## config.mk

```make
export PLATFORM = sky130hd
export DESIGN_NAME = sstf_seek_total_core_flat
export DESIGN_NICKNAME = d
export VERILOG_FILES = /design/src/hw/rtl/sstf_pkg.sv /design/src/hw/rtl/sstf_req_if.sv /design/src/hw/rtl/sstf_res_if.sv /design/src/hw/rtl/sstf_req_mem.sv /design/src/hw/rtl/sstf_nearest.sv /design/src/hw/rtl/sstf_seek_total_core.sv /design/src/flat_wrapper.sv
export SDC_FILE = /design/constraint.sdc
export NUM_CORES = 2
export LEC_CHECK = 0
export BUFFER_PORTS_ARGS = -buffer_cell sky130_fd_sc_hd__buf_2
export CAP_MARGIN = 20
export CORE_UTILIZATION = 55
export CTS_BUF_LIST = sky130_fd_sc_hd__clkbuf_4 sky130_fd_sc_hd__clkbuf_8 sky130_fd_sc_hd__clkbuf_16
export DETAILED_ROUTE_END_ITERATION = 8
export PLACE_DENSITY = 0.79
export SETUP_SLACK_MARGIN = 0.1
export SLEW_MARGIN = 20
export SYNTH_ARGS = -nofsm -noshare
export SYNTH_HDL_FRONTEND = slang
export SYNTH_SLANG_ARGS = --single-unit
```

## constraint.sdc

```tcl
create_clock -name clk -period 6.5 [get_ports clk]
set_input_delay 0.65 -clock clk [delete_from_list [all_inputs] [get_ports clk]]
set_output_delay 0.65 -clock clk [all_outputs]
set_load 0.05 [all_outputs]
```

## src/hw/rtl/sstf_pkg.sv

```systemverilog
`timescale 1ns / 1ps
`default_nettype none
// ----------------------------------------------------------------------------
// sstf_pkg
// Shared types and constants for the SSTF seek total scheduler.
// ----------------------------------------------------------------------------
package sstf_pkg;

	// Result field widths
	localparam int MOVE_W  = 22;
	localparam int COUNT_W = 7;

	// Saturation limits of the result fields
	localparam logic [MOVE_W-1:0]  MOVE_MAX  = 22'h3FFFFF;
	localparam logic [COUNT_W-1:0] COUNT_MAX = 7'h7F;

	// Sequencer states
	typedef enum logic [2:0] {
		ST_COLLECT,
		ST_SCAN,
		ST_DRAIN,
		ST_COMMIT,
		ST_FINISH
	} state_t;

endpackage
`default_nettype wire

```

## src/hw/rtl/sstf_req_if.sv

```systemverilog
`timescale 1ns / 1ps
`default_nettype none
// ----------------------------------------------------------------------------
// sstf_req_if
// Request channel: one disk track request per item.
// ----------------------------------------------------------------------------
interface sstf_req_if #(
	parameter int TRACK_BITS = 16
);
	logic                  valid;
	logic                  ready;
	logic [TRACK_BITS-1:0] track;
	logic [TRACK_BITS-1:0] head_start;
	logic                  first;
	logic                  last;

	modport source (output valid, track, head_start, first, last, input ready);
	modport sink   (input valid, track, head_start, first, last, output ready);
endinterface
`default_nettype wire

```

## src/hw/rtl/sstf_res_if.sv

```systemverilog
`timescale 1ns / 1ps
`default_nettype none
// ----------------------------------------------------------------------------
// sstf_res_if
// Result channel: total head movement, served count and overflow flag.
// ----------------------------------------------------------------------------
interface sstf_res_if;
	logic                         valid;
	logic                         ready;
	logic [sstf_pkg::MOVE_W-1:0]  total_movement;
	logic [sstf_pkg::COUNT_W-1:0] served_count;
	logic                         overflow;

	modport source (output valid, total_movement, served_count, overflow, input ready);
	modport sink   (input valid, total_movement, served_count, overflow, output ready);
endinterface
`default_nettype wire

```

## src/hw/rtl/sstf_req_mem.sv

```systemverilog
`timescale 1ns / 1ps
`default_nettype none
// ----------------------------------------------------------------------------
// sstf_req_mem
// Request store: one write port, one registered read port.
// ----------------------------------------------------------------------------
module sstf_req_mem #(
	parameter int DEPTH = 64,
	parameter int WIDTH = 16,
	parameter int AW    = 6
) (
	input  wire logic             clk,
	input  wire logic             we,
	input  wire logic [AW-1:0]    waddr,
	input  wire logic [WIDTH-1:0] wdata,
	input  wire logic             re,
	input  wire logic [AW-1:0]    raddr,
	output logic      [WIDTH-1:0] rdata
);

	logic [WIDTH-1:0] mem_q [DEPTH];

	// Write port
	always_ff @(posedge clk) begin
		if (we) begin
			mem_q[waddr] <= wdata;
		end
	end

	// Registered read port
	always_ff @(posedge clk) begin
		if (re) begin
			rdata <= mem_q[raddr];
		end
	end

endmodule
`default_nettype wire

```

## src/hw/rtl/sstf_nearest.sv

```systemverilog
`timescale 1ns / 1ps
`default_nettype none
// ----------------------------------------------------------------------------
// sstf_nearest
// Shared distance/compare unit: takes one candidate per cycle and keeps the
// nearest one to the head. Strict compare keeps the earliest on a tie.
// ----------------------------------------------------------------------------
module sstf_nearest #(
	parameter int TRACK_BITS = 16,
	parameter int IDX_W      = 6
) (
	input  wire logic                  clk,
	input  wire logic                  arst_n,
	input  wire logic                  clr,
	input  wire logic                  cand_valid,
	input  wire logic [TRACK_BITS-1:0] cand_track,
	input  wire logic [IDX_W-1:0]      cand_idx,
	input  wire logic [TRACK_BITS-1:0] head,
	output logic      [TRACK_BITS-1:0] best_dist,
	output logic      [TRACK_BITS-1:0] best_track,
	output logic      [IDX_W-1:0]      best_idx
);

	logic                  found_q;
	logic [TRACK_BITS-1:0] gap;
	logic                  take;

	// Absolute distance and compare against the best so far
	always_comb begin
		gap  = (cand_track >= head) ? (cand_track - head) : (head - cand_track);
		take = cand_valid && (!found_q || (gap < best_dist));
	end

	always_ff @(posedge clk or negedge arst_n) begin
		if (!arst_n) begin
			found_q <= 1'b0;
		end else if (clr) begin
			found_q <= 1'b0;
		end else if (take) begin
			found_q <= 1'b1;
		end
	end

	// Best candidate payload
	always_ff @(posedge clk) begin
		if (!clr && take) begin
			best_dist  <= gap;
			best_track <= cand_track;
			best_idx   <= cand_idx;
		end
	end

endmodule
`default_nettype wire

```

## src/hw/rtl/sstf_seek_total_core.sv

```systemverilog
`timescale 1ns / 1ps
`default_nettype none
// ----------------------------------------------------------------------------
// sstf_seek_total_core
// Shortest-seek-time-first scheduler that reports total head movement.
// ----------------------------------------------------------------------------
// Requests are collected one item per cycle into a store of MAX_REQUESTS
// entries; the item with first set also loads the head position, and extras
// past capacity are dropped and flagged. After the item with last set the
// block serves the set: each of the n service steps scans all n stored
// entries through one distance/compare unit (the SCAN state), drains the
// store read pipeline (DRAIN) and moves the head (COMMIT); the result is
// posted from FINISH after the last step. Input is not ready while serving.
// The result sits in an output register, so the next set may be collected
// while it waits to be taken.
// ----------------------------------------------------------------------------
module sstf_seek_total_core #(
	parameter int MAX_REQUESTS = 64,
	parameter int TRACK_BITS   = 16
) (
	input  wire logic   clk,
	input  wire logic   arst_n,
	sstf_req_if.sink    req,
	sstf_res_if.source  res
);

	localparam int IDX_W = (MAX_REQUESTS > 1) ? $clog2(MAX_REQUESTS) : 1;
	localparam int CNT_W = $clog2(MAX_REQUESTS + 1);
	localparam int SUM_W = (TRACK_BITS + 1 > sstf_pkg::MOVE_W + 1) ?
		(TRACK_BITS + 1) : (sstf_pkg::MOVE_W + 1);

	sstf_pkg::state_t state_q, state_d;

	logic [CNT_W-1:0]            cnt_q;
	logic [TRACK_BITS-1:0]       head_q;
	logic [sstf_pkg::MOVE_W-1:0] sum_q;
	logic                        drop_q;
	logic [MAX_REQUESTS-1:0]     mask_q;
	logic [IDX_W-1:0]            rd_idx_q;
	logic [IDX_W-1:0]            step_q;

	logic                        valid_s1;
	logic                        served_s1;
	logic [IDX_W-1:0]            idx_s1;
	logic [TRACK_BITS-1:0]       rdata_s1;

	logic                         res_valid_q;
	logic [sstf_pkg::MOVE_W-1:0]  res_total_q;
	logic [sstf_pkg::COUNT_W-1:0] res_count_q;
	logic                         res_over_q;

	logic [TRACK_BITS-1:0] best_dist;
	logic [TRACK_BITS-1:0] best_track;
	logic [IDX_W-1:0]      best_idx;

	logic                  in_ready;
	logic                  mem_re;
	logic                  near_clr;
	logic                  accept;
	logic                  res_free;
	logic [CNT_W-1:0]      cnt_eff;
	logic                  full_eff;
	logic [IDX_W-1:0]      last_idx;
	logic [SUM_W-1:0]      sum_add;
	logic [sstf_pkg::MOVE_W-1:0] sum_next;
	logic [31:0]           cnt_ext;

	// Handshake and derived values
	always_comb begin
		accept   = req.valid && in_ready;
		res_free = !res_valid_q || res.ready;
		cnt_eff  = req.first ? '0 : cnt_q;
		full_eff = (cnt_eff == CNT_W'(MAX_REQUESTS));
		last_idx = IDX_W'(cnt_q - CNT_W'(1));
		sum_add  = SUM_W'(sum_q) + SUM_W'(best_dist);
		sum_next = (sum_add > SUM_W'(sstf_pkg::MOVE_MAX)) ? sstf_pkg::MOVE_MAX :
			sum_add[sstf_pkg::MOVE_W-1:0];
		cnt_ext  = 32'(cnt_q);
	end

	// Next state
	always_comb begin
		state_d = state_q;
		case (state_q)
			sstf_pkg::ST_COLLECT: begin
				if (accept && req.last) begin
					state_d = sstf_pkg::ST_SCAN;
				end
			end
			sstf_pkg::ST_SCAN: begin
				if (rd_idx_q == last_idx) begin
					state_d = sstf_pkg::ST_DRAIN;
				end
			end
			sstf_pkg::ST_DRAIN: begin
				state_d = sstf_pkg::ST_COMMIT;
			end
			sstf_pkg::ST_COMMIT: begin
				state_d = (step_q == last_idx) ? sstf_pkg::ST_FINISH : sstf_pkg::ST_SCAN;
			end
			sstf_pkg::ST_FINISH: begin
				if (res_free) begin
					state_d = sstf_pkg::ST_COLLECT;
				end
			end
			default: begin
				state_d = sstf_pkg::ST_COLLECT;
			end
		endcase
	end

	// State outputs
	always_comb begin
		in_ready = 1'b0;
		mem_re   = 1'b0;
		near_clr = 1'b1;
		case (state_q)
			sstf_pkg::ST_COLLECT: begin
				in_ready = 1'b1;
			end
			sstf_pkg::ST_SCAN: begin
				mem_re   = 1'b1;
				near_clr = 1'b0;
			end
			sstf_pkg::ST_DRAIN: begin
				near_clr = 1'b0;
			end
			default: begin
				in_ready = 1'b0;
			end
		endcase
	end

	always_ff @(posedge clk or negedge arst_n) begin
		if (!arst_n) begin
			state_q <= sstf_pkg::ST_COLLECT;
		end else begin
			state_q <= state_d;
		end
	end

	// Set state: count, head, movement sum, drop flag, served marks
	always_ff @(posedge clk or negedge arst_n) begin
		if (!arst_n) begin
			cnt_q    <= '0;
			head_q   <= '0;
			sum_q    <= '0;
			drop_q   <= 1'b0;
			mask_q   <= '0;
			rd_idx_q <= '0;
			step_q   <= '0;
		end else begin
			case (state_q)
				sstf_pkg::ST_COLLECT: begin
					if (accept) begin
						if (req.first) begin
							head_q <= req.head_start;
						end
						if (full_eff) begin
							cnt_q  <= cnt_eff;
							drop_q <= 1'b1;
						end else begin
							cnt_q  <= cnt_eff + CNT_W'(1);
							drop_q <= req.first ? 1'b0 : drop_q;
						end
					end
				end
				sstf_pkg::ST_SCAN: begin
					rd_idx_q <= rd_idx_q + IDX_W'(1);
				end
				sstf_pkg::ST_COMMIT: begin
					sum_q            <= sum_next;
					head_q           <= best_track;
					mask_q[best_idx] <= 1'b1;
					step_q           <= step_q + IDX_W'(1);
					rd_idx_q         <= '0;
				end
				sstf_pkg::ST_FINISH: begin
					if (res_free) begin
						cnt_q  <= '0;
						sum_q  <= '0;
						drop_q <= 1'b0;
						mask_q <= '0;
						step_q <= '0;
					end
				end
				default: begin
					rd_idx_q <= rd_idx_q;
				end
			endcase
		end
	end

	// Read pipeline stage tags
	always_ff @(posedge clk or negedge arst_n) begin
		if (!arst_n) begin
			valid_s1 <= 1'b0;
		end else begin
			valid_s1 <= (state_q == sstf_pkg::ST_SCAN);
		end
	end

	always_ff @(posedge clk) begin
		idx_s1    <= rd_idx_q;
		served_s1 <= mask_q[rd_idx_q];
	end

	// Request store
	sstf_req_mem #(
		.DEPTH (MAX_REQUESTS),
		.WIDTH (TRACK_BITS),
		.AW    (IDX_W)
	) u_mem (
		.clk   (clk),
		.we    (accept && !full_eff),
		.waddr (cnt_eff[IDX_W-1:0]),
		.wdata (req.track),
		.re    (mem_re),
		.raddr (rd_idx_q),
		.rdata (rdata_s1)
	);

	// Shared nearest-request unit
	sstf_nearest #(
		.TRACK_BITS (TRACK_BITS),
		.IDX_W      (IDX_W)
	) u_near (
		.clk        (clk),
		.arst_n     (arst_n),
		.clr        (near_clr),
		.cand_valid (valid_s1 && !served_s1),
		.cand_track (rdata_s1),
		.cand_idx   (idx_s1),
		.head       (head_q),
		.best_dist  (best_dist),
		.best_track (best_track),
		.best_idx   (best_idx)
	);

	// Output register
	always_ff @(posedge clk or negedge arst_n) begin
		if (!arst_n) begin
			res_valid_q <= 1'b0;
		end else if (state_q == sstf_pkg::ST_FINISH && res_free) begin
			res_valid_q <= 1'b1;
		end else if (res.ready) begin
			res_valid_q <= 1'b0;
		end
	end

	always_ff @(posedge clk) begin
		if (state_q == sstf_pkg::ST_FINISH && res_free) begin
			res_total_q <= sum_q;
			res_count_q <= (cnt_ext > 32'(sstf_pkg::COUNT_MAX)) ? sstf_pkg::COUNT_MAX :
				cnt_ext[sstf_pkg::COUNT_W-1:0];
			res_over_q  <= drop_q;
		end
	end

	assign req.ready          = in_ready;
	assign res.valid          = res_valid_q;
	assign res.total_movement = res_total_q;
	assign res.served_count   = res_count_q;
	assign res.overflow       = res_over_q;

endmodule
`default_nettype wire
```

## src/flat_wrapper.sv

```systemverilog
// flat-port wrapper written by rule: the top's interface ports become plain ports
module sstf_seek_total_core_flat 
#(
	parameter int MAX_REQUESTS = 64,
	parameter int TRACK_BITS   = 16
)
  (clk, arst_n, req_valid, req_track, req_head_start, req_first, req_last, req_ready, res_valid, res_total_movement, res_served_count, res_overflow, res_ready);
  sstf_req_if #(.TRACK_BITS(TRACK_BITS)) req_i ();
  sstf_res_if res_i ();
  input  wire logic clk;
  input  wire logic arst_n;
  input wire logic [$bits(req_i.valid)-1:0] req_valid;
  input wire logic [$bits(req_i.track)-1:0] req_track;
  input wire logic [$bits(req_i.head_start)-1:0] req_head_start;
  input wire logic [$bits(req_i.first)-1:0] req_first;
  input wire logic [$bits(req_i.last)-1:0] req_last;
  output wire logic [$bits(req_i.ready)-1:0] req_ready;
  output wire logic [$bits(res_i.valid)-1:0] res_valid;
  output wire logic [$bits(res_i.total_movement)-1:0] res_total_movement;
  output wire logic [$bits(res_i.served_count)-1:0] res_served_count;
  output wire logic [$bits(res_i.overflow)-1:0] res_overflow;
  input wire logic [$bits(res_i.ready)-1:0] res_ready;
  assign req_i.valid = req_valid;
  assign req_i.track = req_track;
  assign req_i.head_start = req_head_start;
  assign req_i.first = req_first;
  assign req_i.last = req_last;
  assign req_ready = req_i.ready;
  assign res_valid = res_i.valid;
  assign res_total_movement = res_i.total_movement;
  assign res_served_count = res_i.served_count;
  assign res_overflow = res_i.overflow;
  assign res_i.ready = res_ready;
  sstf_seek_total_core #(.MAX_REQUESTS(MAX_REQUESTS), .TRACK_BITS(TRACK_BITS)) u_core (.clk(clk), .arst_n(arst_n), .req(req_i), .res(res_i));
endmodule
```

==> impl_results.md <==
* Pwr/cell area at 447.7 mW/mm2
* Share of the synthesized area in the top cell type at 65.99%
* Final worst path period share at 79.95%
* Slew headroom at 24.98%
* Outcome: complete, no violations
* Nets at 2,870
* Via count at 26.63k
* TritonCTS clock tree: done
* Peak supply drop at 0.0002872 V
* RSZ-0062 raised after global routing: no
* Skew final at 0.09411 ns
* Tmin final at 5.197 ns
* Clk Tree Root Cell: clkbuf_16
* Slew Limit Fails at 0
* Finished layout cell area at 0.05648 mm2
* Critical Path End: u_core.u_near.best_track[3]
* Cell Area, Synth at 0.05042 mm2
* Site row count at 110
* Die area at 0.09288 mm2
* CP delay by family, top: compound AO/OA/AOI/OAI gates
* Syn Nets at 2,735
* Chip height at 304.8 um
* Initial antenna violation count at 7
* Critical Path Fanout Max at 38
* P_leak at 0.01877 uW
* Hold Path Class: in2reg
* Syn Inst Count at 2,627
* Share of cells above drive strength 1 at 25.59%
* HP Start: res_ready
* Synth Flop Type: edfxtp_1
* Num ports at 70
* WS Path Type: reg2reg
* First-pass detailed-route iteration total at 6
* Total power at 25,290 uW
* # fillers at 5,834
* # port buffers at 69
* Layout area overhead at 12.02%
* Fmax achieved at 192.4 MHz
* Post-DP Area at 0.05237 mm2
* DRT antenna net count at 0
* Vias in the first global route at 27.17k
* Final GP Congestion at 0.8700
* DP Cell Count at 3,816
* Critical Path Start Type: flip-flop
* Pin count of the biggest net entering global routing at 87
* Mean routed wirelength per cell at 30.58 um
* First-pass GRT wire length at 180,700 um
* Yosys top cell by area: edfxtp_1
* Async set-reset flop share out of synthesis at 10.30%
* Critical Path, Cell by Cell: inv_1, ha_1, nand4_1, a311oi_1, a211oi_1, o21ai_1, buf_4, mux2i_1, o21ai_0, xor2_1, ha_1, a21o_1, a21o_1, a21oi_1, o211ai_1, a21oi_4, buf_4
* CORE AREA at 0.09042 mm2
* Slowest-stage cell, CP: ha_1
* Seq/Total Area, Yosys at 72.63%
* Setup TNS Final at 0 ns
* Final hold viol count at 0
* Starting Density at 55.75%
* Synth unique cells at 55
* Max H-tree Level at 3
* Via-to-Cell Ratio at 6.593
* Area contributors post-synth: edfxtp_1, mux4_2, dfrtp_1
* Worst reg2reg endpoint: u_core.u_near.best_track[3]
* DRC Markers at 0
* Register-to-register setup slack at 1.30 ns
* Register-to-Register Path Depth at 17
* Iter 0 DRT Violations at 3,263
* Yosys warns at 0
* Req. time, crit path at 6.79 ns
* Setup violators final at 0
* Post-synthesis register bit count at 1,243
* CP Buf/Inv Count at 3
* CP arrival at 5.49 ns
* Worst slew pin tran at 1.117 ns
* Cells resized by post-CTS repair at 0
* Worst path max stage delay at 0.51 ns
* CP Capture Type: flip-flop
* Max-cap violations at 0
* CP Depth at 17
* Gr ovfl total at 0
* Reg clk slew, reported paths at 0.06 ns
* Num CTS Buffers at 118
* Sink Count at 1,243
* Post-DP HPWL at 67,470 um
* Reg2reg start: u_core.u_mem.rdata[7]
* Routed wire length at 123,500 um
* Clk_lat worst skew at 0.74 ns
* Setup crit start: u_core.u_mem.rdata[7]
* Final std cells w/o fill at 4,039
* Clk buf depth at 3
* GRT Util Overall at 26.92%
* Syn Area/Cell at 19.19 um2
* Post-synth EDFFs at 1,108
* Die width at 304.8 um
## state kept, by name (all words and copies together) (netlist names), 7 cells and up
signal	cells
u_core.cnt_q	7
u_core.head_q	16
u_core.mask_q	64
u_core.res.served_count	7
u_core.res.total_movement	22
u_core.sum_q	22
u_core.u_mem.mem_q	1024
u_core.u_mem.rdata	16
u_core.u_near.best_dist	16
u_core.u_near.best_track	16
## final cells by class
class	instances	area, um2	area share (%)
sequential	1243	36630	64.86
multi-input combinational	1174	12970	22.97
clock buffer	155	3286	5.818
tap	1176	1471	2.605
timing repair buffer	156	1124	1.989
clock inverter	64	730.7	1.294
inverter	69	260.3	0.4608
antenna	2	5.005	0.008862
## cell families after synthesis
logic type,Yosys count,share of synthesized area (%)
AO/OA/AOI/OAI,271,3.025
XOR/XNOR,48,0.8339
adder cells (fa/ha/maj),70,1.782
buffers and inverters,210,1.720
flip-flops,1243,72.63
multiplexers,385,16.51
AND/OR/NAND/NOR,400,3.499
## per-layer routing
layer  GRT usage, %  up-vias  share of wire, %
li1               -    10810                 -
met1          34.63    13830                36
met2          45.55     1697                51
met3          5.257      286               9.5
met4          10.48        6               3.9
met5              0        -             0.032
## stage by stage
step                hold slack [ns]  utilization, %  worst slack [ns]
global route                 0.2776           62.46            0.9511
finish                       0.2779           62.46             1.303
global placement             0.3869           57.92             1.537
CTS                          0.2608           62.37             1.312
floorplan                    0.3544               -            0.8776
detailed placement           0.3897           57.92             1.383
## tightest hold or removal path, stage by stage
cell and delay (ns):
buf_2 0.11, nor2b_1 0.05, nand3_1 0.07, o31ai_1 0.06
## cell usage after synthesis (all sizes together), types with 22 or more instances
library cell / number
dfrtp: 128
buf: 57
inv: 69
mux2i: 24
a21oi: 140
nand2: 86
ha: 67
mux4: 357
clkbuf: 84
o21ai: 72
nor2: 184
xor2: 26
nand3: 37
edfxtp: 1108
xnor2: 22
nor3: 35
## layout by cell type, fill, tap and decap left out, types with 10 or more instances in the layout
cell / instances
nand2_1: 86
a211oi_1: 10
mux2i_1: 24
clkbuf_4: 30
edfxtp_1: 1108
o21ai_0: 64
bufinv_16: 11
clkinv_2: 21
mux4_2: 357
clkbuf_16: 119
xnor2_1: 22
buf_4: 96
xor2_1: 26
ha_1: 67
clkinv_1: 18
a21oi_1: 138
dfrtp_1: 124
buf_2: 53
nor3_1: 33
nor2_1: 181
nor2b_1: 10
nand2b_1: 10
inv_1: 68
nand3_1: 37
## report_power, final
part	internal, uW	switching (uW)	total (uW)	leakage, uW
Clock	4020	3020	7030	0.00199
Combinational	3700	4420	8120	0.00520
Sequential	9500	632	10100	0.0116
Total	17200	8070	25300	0.0188
## worst min-delay path by stage
stage                                      endpoint  slack [ns]  cells past startpoint
final                             u_core.state_q[2]        0.28                      4
after global routing               u_core.res.valid        0.28                      3
after CTS                          u_core.res.valid        0.26                      3
after detailed placement  u_core.u_near.best_idx[5]        0.39                      0
after global placement    u_core.u_near.best_idx[4]        0.39                      0
after floorplan                     u_core.cnt_q[0]        0.35                      0
## repair_timing
action,in CTS,in global routing
setup buffers,0,0
endpoints found under the hold margin,5,0
hold buffers,1,0
(Power assumes the default switching activity.)
